===== src/hw/rtl/pfbp_pkg.sv =====
`timescale 1ns / 1ps

package pfbp_pkg;

    localparam int FRAME_COUNT_DEF = 16;
    localparam int PAGE_W          = 31;
    localparam int PINS_W          = 8;
    localparam int CMD_W           = 3;
    localparam int FRAME_OUT_W     = 4;

    localparam logic [PINS_W-1:0] PINS_MAX = 8'hFF;

    localparam logic [CMD_W-1:0] CMD_FETCH  = 3'd0;
    localparam logic [CMD_W-1:0] CMD_UNPIN  = 3'd1;
    localparam logic [CMD_W-1:0] CMD_FLUSH  = 3'd2;
    localparam logic [CMD_W-1:0] CMD_NEW    = 3'd3;
    localparam logic [CMD_W-1:0] CMD_DELETE = 3'd4;

    typedef enum logic [2:0] {
        OP_NONE  = 3'd0,
        OP_PIN   = 3'd1,
        OP_LOAD  = 3'd2,
        OP_UNPIN = 3'd3,
        OP_FLUSH = 3'd4,
        OP_FREE  = 3'd5
    } cell_op_t;

    typedef struct packed {
        cell_op_t op;
        logic     load_dirty;
        logic     mark_dirty;
        logic     rm_en;
    } cell_ctl_t;

    typedef struct packed {
        logic              valid;
        logic              dirty;
        logic              evictable;
        logic [PINS_W-1:0] pins;
    } cell_stat_t;

endpackage


===== src/hw/rtl/page_frame_buffer_pool_top.sv =====
`timescale 1ns / 1ps
// Sequence: after the input transfer the command passes the match, pick and
// update states; the result is registered when the update state completes.
// A new command is taken only in the idle state; in_stall stays high through
// match, pick and update, and the output stall can hold the update.
// Reset: asynchronous, active low; all frames free and invalid, free queue holds
// frames in ascending order, recency order empty, no result pending.

module page_frame_buffer_pool_top
    import pfbp_pkg::*;
#(
    parameter int FRAME_COUNT = FRAME_COUNT_DEF
) (
    input  logic                   clk,
    input  logic                   rst_n,
    input  logic                   in_valid,
    output logic                   in_stall,
    input  logic [CMD_W-1:0]       command,
    input  logic [PAGE_W-1:0]      page_id,
    input  logic                   mark_dirty,
    output logic                   out_valid,
    input  logic                   out_stall,
    output logic                   ok,
    output logic [FRAME_OUT_W-1:0] frame,
    output logic                   read_from_disk,
    output logic                   write_back,
    output logic [PAGE_W-1:0]      write_back_page,
    output logic                   release_page
);

    localparam int IDX_W = (FRAME_COUNT > 1) ? $clog2(FRAME_COUNT) : 1;
    localparam int CNT_W = $clog2(FRAME_COUNT + 1);

    typedef enum logic [3:0] {
        S_IDLE   = 4'b0001,
        S_MATCH  = 4'b0010,
        S_PICK   = 4'b0100,
        S_UPDATE = 4'b1000
    } state_t;

    state_t state_reg, state_next;

    // Captured command.
    logic [CMD_W-1:0]  cmd_reg;
    logic [PAGE_W-1:0] pid_reg;
    logic              md_reg;

    // Frame cell row.
    cell_ctl_t         ctl;
    logic [FRAME_COUNT-1:0] sel;
    logic [IDX_W-1:0]  rm_rank, add_rank;
    logic [FRAME_COUNT-1:0] hit;
    cell_stat_t        c_stat [FRAME_COUNT];
    logic [PAGE_W-1:0] c_page [FRAME_COUNT];
    logic [IDX_W-1:0]  c_rank [FRAME_COUNT];
    logic [FRAME_COUNT-1:0] lru_head;

    // Free queue chain.
    logic [IDX_W-1:0]  fq_val [FRAME_COUNT];
    logic [FRAME_COUNT-1:0] fq_load;
    logic              fq_pop, fq_push;
    logic [CNT_W-1:0]  fcnt_reg, fcnt_next;
    logic [CNT_W-1:0]  ecnt_reg, ecnt_next;

    // Match results.
    logic [FRAME_COUNT-1:0] hit_vec_reg;
    logic [FRAME_COUNT-1:0] head_vec_reg;
    logic [IDX_W-1:0]  f_idx_reg, v_idx_reg;
    logic              found_reg, vfound_reg;

    // Output register.
    logic                   out_valid_reg;
    logic                   ok_reg, ok_next;
    logic [FRAME_OUT_W-1:0] frame_reg, frame_next;
    logic                   rd_reg, rd_next;
    logic                   wb_reg, wb_next;
    logic [PAGE_W-1:0]      wbp_reg, wbp_next;
    logic                   rel_reg, rel_next;

    logic update_go;

    function automatic logic [IDX_W-1:0] first_set(input logic [FRAME_COUNT-1:0] v);
        logic [IDX_W-1:0] idx;
        idx = '0;
        for (int i = FRAME_COUNT - 1; i >= 0; i--)
        begin
            if (v[i])
            begin
                idx = IDX_W'(i);
            end
        end
        return idx;
    endfunction

    genvar gi;
    generate
        for (gi = 0; gi < FRAME_COUNT; gi++)
        begin : g_cells
            pfbp_cell #(
                .RANK_W (IDX_W)
            ) u_cell (
                .clk      (clk),
                .rst_n    (rst_n),
                .ctl      (ctl),
                .sel      (sel[gi]),
                .pid      (pid_reg),
                .rm_rank  (rm_rank),
                .add_rank (add_rank),
                .hit      (hit[gi]),
                .stat     (c_stat[gi]),
                .page     (c_page[gi]),
                .rank     (c_rank[gi])
            );
            assign lru_head[gi] = c_stat[gi].evictable && (c_rank[gi] == '0);

            // A pop hands each entry one step toward the head.
            pfbp_fq_cell #(
                .IDX_W     (IDX_W),
                .RESET_VAL (gi)
            ) u_fq (
                .clk      (clk),
                .rst_n    (rst_n),
                .shift    (fq_pop),
                .shift_in ((gi == FRAME_COUNT - 1) ? fq_val[gi] : fq_val[(gi + 1) % FRAME_COUNT]),
                .load     (fq_load[gi]),
                .load_val (f_idx_reg),
                .value    (fq_val[gi])
            );
            assign fq_load[gi] = fq_push && (fcnt_reg == CNT_W'(gi));
        end
    endgenerate

    assign in_stall  = (state_reg != S_IDLE);
    assign update_go = (state_reg == S_UPDATE) && !(out_valid_reg && out_stall);

    always_comb
    begin
        state_next = state_reg;
        case (state_reg)
            S_IDLE:   if (in_valid) state_next = S_MATCH;
            S_MATCH:  state_next = S_PICK;
            S_PICK:   state_next = S_UPDATE;
            S_UPDATE: if (update_go) state_next = S_IDLE;
            default:  state_next = S_IDLE;
        endcase
    end

    // Decide the command's effect on the cells and the result.
    always_comb
    begin
        logic             claim_ok;
        logic             from_free;
        logic [IDX_W-1:0] claim_idx;
        cell_stat_t       fs;
        cell_stat_t       vs;

        from_free = (fcnt_reg != '0);
        claim_ok  = from_free || vfound_reg;
        claim_idx = from_free ? fq_val[0] : v_idx_reg;
        fs        = c_stat[f_idx_reg];
        vs        = c_stat[v_idx_reg];

        ctl        = '{op: OP_NONE, load_dirty: 1'b0, mark_dirty: md_reg, rm_en: 1'b0};
        sel        = '0;
        rm_rank    = c_rank[f_idx_reg];
        add_rank   = IDX_W'(ecnt_reg);
        fq_pop     = 1'b0;
        fq_push    = 1'b0;
        fcnt_next  = fcnt_reg;
        ecnt_next  = ecnt_reg;
        ok_next    = 1'b0;
        frame_next = '0;
        rd_next    = 1'b0;
        wb_next    = 1'b0;
        wbp_next   = '0;
        rel_next   = 1'b0;

        case (cmd_reg)
            CMD_FETCH, CMD_NEW:
            begin
                if (found_reg && (cmd_reg == CMD_FETCH))
                begin
                    if (fs.pins != PINS_MAX)
                    begin
                        ctl.op         = OP_PIN;
                        sel[f_idx_reg] = 1'b1;
                        ctl.rm_en      = fs.evictable;
                        if (fs.evictable)
                        begin
                            ecnt_next = ecnt_reg - 1'b1;
                        end
                        ok_next    = 1'b1;
                        frame_next = FRAME_OUT_W'(f_idx_reg);
                    end
                end
                else if (!found_reg && claim_ok)
                begin
                    ctl.op         = OP_LOAD;
                    ctl.load_dirty = (cmd_reg == CMD_NEW);
                    sel[claim_idx] = 1'b1;
                    ok_next        = 1'b1;
                    frame_next     = FRAME_OUT_W'(claim_idx);
                    rd_next        = (cmd_reg == CMD_FETCH);
                    if (from_free)
                    begin
                        fq_pop    = 1'b1;
                        fcnt_next = fcnt_reg - 1'b1;
                    end
                    else
                    begin
                        // evict the least recently unpinned frame
                        ctl.rm_en = 1'b1;
                        rm_rank   = c_rank[v_idx_reg];
                        ecnt_next = ecnt_reg - 1'b1;
                        if (vs.valid && vs.dirty)
                        begin
                            wb_next  = 1'b1;
                            wbp_next = c_page[v_idx_reg];
                        end
                    end
                end
            end
            CMD_UNPIN:
            begin
                if (found_reg && (fs.pins != '0))
                begin
                    ctl.op         = OP_UNPIN;
                    sel[f_idx_reg] = 1'b1;
                    if ((fs.pins == PINS_W'(1)) && !fs.evictable)
                    begin
                        ecnt_next = ecnt_reg + 1'b1;
                    end
                    ok_next    = 1'b1;
                    frame_next = FRAME_OUT_W'(f_idx_reg);
                end
            end
            CMD_FLUSH:
            begin
                if (found_reg)
                begin
                    ctl.op         = OP_FLUSH;
                    sel[f_idx_reg] = 1'b1;
                    wb_next        = 1'b1;
                    wbp_next       = pid_reg;
                    ok_next        = 1'b1;
                    frame_next     = FRAME_OUT_W'(f_idx_reg);
                end
            end
            CMD_DELETE:
            begin
                if (!found_reg)
                begin
                    ok_next  = 1'b1;
                    rel_next = 1'b1;
                end
                else if (fs.pins == '0)
                begin
                    ctl.op         = OP_FREE;
                    sel[f_idx_reg] = 1'b1;
                    ctl.rm_en      = fs.evictable;
                    if (fs.evictable)
                    begin
                        ecnt_next = ecnt_reg - 1'b1;
                    end
                    if (fcnt_reg < CNT_W'(FRAME_COUNT))
                    begin
                        fq_push   = 1'b1;
                        fcnt_next = fcnt_reg + 1'b1;
                    end
                    ok_next    = 1'b1;
                    rel_next   = 1'b1;
                    frame_next = FRAME_OUT_W'(f_idx_reg);
                end
            end
            default:
            begin
            end
        endcase

        // hold every side effect until the result can be written
        if (!update_go)
        begin
            ctl.op    = OP_NONE;
            ctl.rm_en = 1'b0;
            sel       = '0;
            fq_pop    = 1'b0;
            fq_push   = 1'b0;
            fcnt_next = fcnt_reg;
            ecnt_next = ecnt_reg;
        end
    end

    always_ff @(posedge clk or negedge rst_n)
    begin
        if (!rst_n)
        begin
            state_reg     <= S_IDLE;
            fcnt_reg      <= CNT_W'(FRAME_COUNT);
            ecnt_reg      <= '0;
            out_valid_reg <= 1'b0;
        end
        else
        begin
            state_reg <= state_next;
            fcnt_reg  <= fcnt_next;
            ecnt_reg  <= ecnt_next;
            if (update_go)
            begin
                out_valid_reg <= 1'b1;
            end
            else if (!out_stall)
            begin
                out_valid_reg <= 1'b0;
            end
        end
    end

    always_ff @(posedge clk)
    begin
        if ((state_reg == S_IDLE) && in_valid)
        begin
            cmd_reg <= command;
            pid_reg <= page_id;
            md_reg  <= mark_dirty;
        end
        if (state_reg == S_MATCH)
        begin
            hit_vec_reg  <= hit;
            head_vec_reg <= lru_head;
        end
        if (state_reg == S_PICK)
        begin
            f_idx_reg  <= first_set(hit_vec_reg);
            found_reg  <= |hit_vec_reg;
            v_idx_reg  <= first_set(head_vec_reg);
            vfound_reg <= |head_vec_reg;
        end
        if (update_go)
        begin
            ok_reg    <= ok_next;
            frame_reg <= frame_next;
            rd_reg    <= rd_next;
            wb_reg    <= wb_next;
            wbp_reg   <= wbp_next;
            rel_reg   <= rel_next;
        end
    end

    assign out_valid       = out_valid_reg;
    assign ok              = ok_reg;
    assign frame           = frame_reg;
    assign read_from_disk  = rd_reg;
    assign write_back      = wb_reg;
    assign write_back_page = wbp_reg;
    assign release_page    = rel_reg;

endmodule


===== src/hw/rtl/pfbp_cell.sv =====
`timescale 1ns / 1ps

module pfbp_cell
    import pfbp_pkg::*;
#(
    parameter int RANK_W = 4
) (
    input  logic              clk,
    input  logic              rst_n,
    input  cell_ctl_t         ctl,
    input  logic              sel,
    input  logic [PAGE_W-1:0] pid,
    input  logic [RANK_W-1:0] rm_rank,
    input  logic [RANK_W-1:0] add_rank,
    output logic              hit,
    output cell_stat_t        stat,
    output logic [PAGE_W-1:0] page,
    output logic [RANK_W-1:0] rank
);

    logic              valid_reg, valid_next;
    logic              dirty_reg, dirty_next;
    logic              ev_reg, ev_next;
    logic [PINS_W-1:0] pins_reg, pins_next;
    logic [RANK_W-1:0] rank_reg, rank_next;
    logic [PAGE_W-1:0] page_reg, page_next;

    assign hit  = valid_reg && (page_reg == pid);
    assign stat = '{valid: valid_reg, dirty: dirty_reg, evictable: ev_reg, pins: pins_reg};
    assign page = page_reg;
    assign rank = rank_reg;

    always_comb
    begin
        valid_next = valid_reg;
        dirty_next = dirty_reg;
        ev_next    = ev_reg;
        pins_next  = pins_reg;
        rank_next  = rank_reg;
        page_next  = page_reg;
        // close the gap left by a frame that leaves the recency order
        if (ctl.rm_en && ev_reg && (rank_reg > rm_rank))
        begin
            rank_next = rank_reg - 1'b1;
        end
        if (sel)
        begin
            case (ctl.op)
                OP_PIN:
                begin
                    pins_next = pins_reg + 1'b1;
                    ev_next   = 1'b0;
                    rank_next = '0;
                end
                OP_LOAD:
                begin
                    valid_next = 1'b1;
                    page_next  = pid;
                    pins_next  = {{(PINS_W-1){1'b0}}, 1'b1};
                    dirty_next = ctl.load_dirty;
                    ev_next    = 1'b0;
                    rank_next  = '0;
                end
                OP_UNPIN:
                begin
                    dirty_next = dirty_reg | ctl.mark_dirty;
                    pins_next  = pins_reg - 1'b1;
                    if ((pins_reg == {{(PINS_W-1){1'b0}}, 1'b1}) && !ev_reg)
                    begin
                        ev_next   = 1'b1;
                        rank_next = add_rank;
                    end
                end
                OP_FLUSH:
                begin
                    dirty_next = 1'b0;
                end
                OP_FREE:
                begin
                    valid_next = 1'b0;
                    dirty_next = 1'b0;
                    ev_next    = 1'b0;
                    rank_next  = '0;
                end
                default:
                begin
                end
            endcase
        end
    end

    always_ff @(posedge clk or negedge rst_n)
    begin
        if (!rst_n)
        begin
            valid_reg <= 1'b0;
            dirty_reg <= 1'b0;
            ev_reg    <= 1'b0;
            pins_reg  <= '0;
            rank_reg  <= '0;
        end
        else
        begin
            valid_reg <= valid_next;
            dirty_reg <= dirty_next;
            ev_reg    <= ev_next;
            pins_reg  <= pins_next;
            rank_reg  <= rank_next;
        end
    end

    always_ff @(posedge clk)
    begin
        page_reg <= page_next;
    end

endmodule


===== src/hw/rtl/pfbp_fq_cell.sv =====
`timescale 1ns / 1ps

module pfbp_fq_cell
    import pfbp_pkg::*;
#(
    parameter int IDX_W     = 4,
    parameter int RESET_VAL = 0
) (
    input  logic             clk,
    input  logic             rst_n,
    input  logic             shift,
    input  logic [IDX_W-1:0] shift_in,
    input  logic             load,
    input  logic [IDX_W-1:0] load_val,
    output logic [IDX_W-1:0] value
);

    logic [IDX_W-1:0] val_reg, val_next;

    assign value = val_reg;

    always_comb
    begin
        val_next = val_reg;
        if (shift)
        begin
            val_next = shift_in;
        end
        else if (load)
        begin
            val_next = load_val;
        end
    end

    always_ff @(posedge clk or negedge rst_n)
    begin
        if (!rst_n)
        begin
            val_reg <= IDX_W'(RESET_VAL);
        end
        else
        begin
            val_reg <= val_next;
        end
    end

endmodule


===== config.mk =====
export PLATFORM = sky130hd
export DESIGN_NAME = page_frame_buffer_pool_top
export DESIGN_NICKNAME = d
export VERILOG_FILES = /design/src/hw/rtl/pfbp_pkg.sv /design/src/hw/rtl/page_frame_buffer_pool_top.sv /design/src/hw/rtl/pfbp_cell.sv /design/src/hw/rtl/pfbp_fq_cell.sv
export SDC_FILE = /design/constraint.sdc
export NUM_CORES = 2
export LEC_CHECK = 0
export BUFFER_PORTS_ARGS = -buffer_cell sky130_fd_sc_hd__buf_2
export CORE_UTILIZATION = 66
export CTS_BUF_LIST = sky130_fd_sc_hd__clkbuf_8
export CTS_CLUSTER_DIAMETER = 80
export DETAILED_ROUTE_END_ITERATION = 12
export GPL_TIMING_DRIVEN = 0
export PLACE_DENSITY_LB_ADDON = 0.25
export SLEW_MARGIN = 20
export SYNTH_ARGS = -nofsm -noshare
export SYNTH_HDL_FRONTEND = slang
export SYNTH_HIERARCHICAL = 1
export SYNTH_SLANG_ARGS = --single-unit

===== constraint.sdc =====
create_clock -name clk -period 15.1 [get_ports clk]
set_input_delay 2.265 -clock clk [delete_from_list [all_inputs] [get_ports clk]]
set_output_delay 2.265 -clock clk [all_outputs]
set_load 0.01 [all_outputs]

==> flow_summary.yaml <==
power:
  clkPwrFrac_pct: 37.1
  p_sw_mw: 1.73
  p_sw_share_pct: 29.0
  p_leak_nw: 22.7
  comb_power_share_pct: 12.6
  power.share.sequential_pct: 50.3
  powerDensity_nw_per_um2: 98.3
  p_int_mw: 4.24
  max-vdd-ir-drop_uv: 98.7
floorplanning:
  pin_count: 80
  die-area_um2: 83700
  rows: 105
  die_y_um: 289
  dieWidth_um: 289
  core_region_area_um2: 81800
  start_util_pct: 66.6
synth:
  yosysUniqueCellTypes: 96
  netlist_instances: 4676
  synth_top_area_cell: "edfxtp_1"
  synthMuxAreaShare_pct: 11.8
  synth_top_family_by_area: "simple AND/OR/NAND/NOR gates"
  async_reset_ff_share_pct: 34.2
  synth_compound_area_share_pct: 11.3
  netlist_area_um2: 54500
  synth_edf_count: 612
  synth_seq_cells: 930
  ys.flop_type: "edfxtp_1"
  synthSimpleGateAreaFrac_pct: 12.6
  synth_nets: 4851
  synth_top_area_share_pct: 33.7
  yosysWarningCount: 6
  seq_area_frac_synth_pct: 48.4
  synthTopCellsByArea: "edfxtp_1 34%, dfrtp_1 13%, mux4_2 9.6%, xor2_1 6.3%, ha_1 3.1%"
  avgSynthCellArea_um2: 11.7
  synthXorXnorAreaFrac_pct: 8.92
  synth_fa_ha_area_share_pct: 3.14
setup_path:
  cp.arrival_ps: 8190
  worstSetupPathType: "flip-flop to flip-flop"
  endpoint_kind: "flip-flop"
  startpoint_type: "flip-flop"
  crit_required_ps: 15650
  cp_max_fo: 17
cts:
  cts.sinks: 930
  postCtsHoldBufs: 0
  cts_root_buf: "clkbuf_8"
  cts_tree: "yes"
  cts_buffers: 156
  post_cts_buffers: 0
  clk_pin_slew_worst_paths_ps: 60
  worstSkewPairLatency_ps: 890
  cts_buffer_depth: 3
  htreeDepth: 4
  cts-resized-gates: 0
placed_design:
  place_congestion: 0.986
  dp_cells: 5911
  dp_hpwl_mm: 119
  io_buffers: 79
timing:
  worst_pin_slew_ps: 1280
  min_period_ps: 7630
  fmax_mhz: 131
  maxSlewViolCount: 0
  hold_viol: 0
  relSlewSlack_pct: 14.8
  skew_ps: 63.4
  setup_viol: 0
  rsz0062_at_grt: "false"
  hold_ws_ps: 465
  period_share_pct: 50.6
detailed_routing:
  detail_route.wl_per_cell_um: 26.9
  drtPass1Iterations: 7
  wirelength_mm: 167
  first_iter_violations: 6501
  via_count: 42900
  vias_per_cell: 6.92
  drc: 0
  ant_nets: 0
finish:
  largest_reg_flops: 496
  stdcell_count: 6195
  fillers: 5281
  area_delta_synth_final_pct: 11.6
  num-nets-final: 5174
  drive_gt1_share_pct: 18.0
global_routing:
  track_usage_pct: 39.8
  grt_remaining_overflow: 0
  grt_antenna_before_repair: 11
  grt_pass1_wl_mm: 247
  grt_pass1_vias: 40500
  grt_max_degree: 92
status:
  outcome: "finished, final reports clean"
flow_run:
  maxCapViolCount: 0
worst_hold_path:
  hp-class: "flip-flop to flip-flop"
-- worst paths after layout --
kind                                                 startpoint                                         end  slack [ps]  cells after the start
min                        g_cells[6].u_fq/value[2]$_DFFE_PN1P_        g_cells[5].u_fq/value[2]$_DFFE_PN1P_         470                      2
max reg2reg                          f_idx_reg[1]$_SDFFCE_PP0N_        g_cells[7].u_cell/page[15]$_DFFE_PP_        7470                     16
max in group asynchronous                                 rst_n  g_cells[14].u_cell/pins_reg[7]$_DFFE_PN0P_       12390                      3
min reg2reg                g_cells[6].u_fq/value[2]$_DFFE_PN1P_        g_cells[5].u_fq/value[2]$_DFFE_PN1P_         470                      2
max                                  f_idx_reg[1]$_SDFFCE_PP0N_        g_cells[7].u_cell/page[15]$_DFFE_PP_        7470                     16
min in group asynchronous                                 rst_n       g_cells[12].u_fq/value[1]$_DFFE_PN0P_        1360                      1
-- worst max-delay path: stages, from the launching register on --
cell	delay, ps
edfxtp_1	850
clkbuf_1	870
clkbuf_1	980
mux4_2	430
a22oi_1	460
nand2_1	350
nor4_2	370
nand3_1	200
o21ai_1	250
a311oi_1	120
clkbuf_1	370
o41ai_2	400
buf_4	260
inv_1	100
nor3_2	740
buf_4	340
buf_4	210
-- metal layers --
layer  up-vias  global-route usage [%]  wire length, um
met1     21000                    54.7            61700
met2      3014                    57.7            72900
li1      18300                       -                -
met4        10                    19.4             8170
met5         -                       0               67
met3       536                    12.1            23800
-- per-stage QoR --
| stage | setup TNS, ps | power (mW) | instance area, um2 | util, % | setup WS (ps) |
|---|---|---|---|---|---|
| after floorplan | 0 | 3.42 | 54500 | - | 4450 |
| after global placement | -86880 | 3.67 | 56200 | 68.7 | -2810 |
| after detailed placement | 0 | 3.76 | 57800 | 70.6 | 7900 |
| after CTS | 0 | 5.96 | 60800 | 74.3 | 7830 |
| after global routing | 0 | 6.13 | 60800 | 74.3 | 7510 |
| final | 0 | 5.98 | 60800 | 74.3 | 7470 |
-- synthesized netlist by cell type, drive strengths merged, types with 16 or more instances --
library cell and n:
nand3 84, inv 201, nor2b 24, a41oi 18
xnor2 162, dfstp 34, a21oi 120, mux4 232
a21o 28, nand4 56, mux2i 110, buf 154
a22oi 20, or4 32, o21ai 416, o31ai 37
ha 136, dfrtp 284, a22o 48, and3 76
o211ai 65, nor4 162, nor3b 17, nand2 385
nor2 196, edfxtp 612, o41ai 16, nor3 126
xor2 392, or3 17, nand2b 90, clkbuf 72
a31oi 94
-- cell families after synthesis --
group | Yosys count
AO/OA/AOI/OAI | 966
XOR/XNOR | 554
flip-flops | 930
multiplexers | 350
buffers and inverters | 428
AND/OR/NAND/NOR | 1311
adder cells (fa/ha/maj) | 137
-- placed cells by master, fill, tap and decap left out, types with 93 or more instances in the layout --
cell / instances
o21ai_0: 319
a21oi_1: 117
xor2_1: 392
nor3_1: 105
dfrtp_1: 284
edfxtp_1: 612
a31oi_1: 93
xnor2_1: 161
ha_1: 136
mux4_2: 232
mux2i_1: 110
clkbuf_8: 168
buf_2: 126
nor2_1: 178
nand2_1: 384
nor4_1: 160
inv_1: 250
-- power groups by stage --
stage	Sequential (mW)	Combinational [mW]	Clock [mW]
finish	3.01	0.751	2.22
floorplan	3.06	0.367	0
detailed placement	3.05	0.717	0
global route	3.01	0.784	2.34
CTS	3.00	0.730	2.23
global placement	3.15	0.519	0
-- final cells by class --
type,count,area (um2),area share (%)
Antenna cell,3,7.51,0.0123
Sequential cell,930,26400,43.4
Inverter,202,758,1.25
Timing Repair Buffer,165,1750,2.88
Tap cell,1070,1340,2.20
Clock inverter,113,689,1.13
Multi-Input combinational cell,3318,26200,43.1
Buffer,226,1360,2.24
Clock buffer,168,2310,3.80
(Power assumes the default switching activity.)
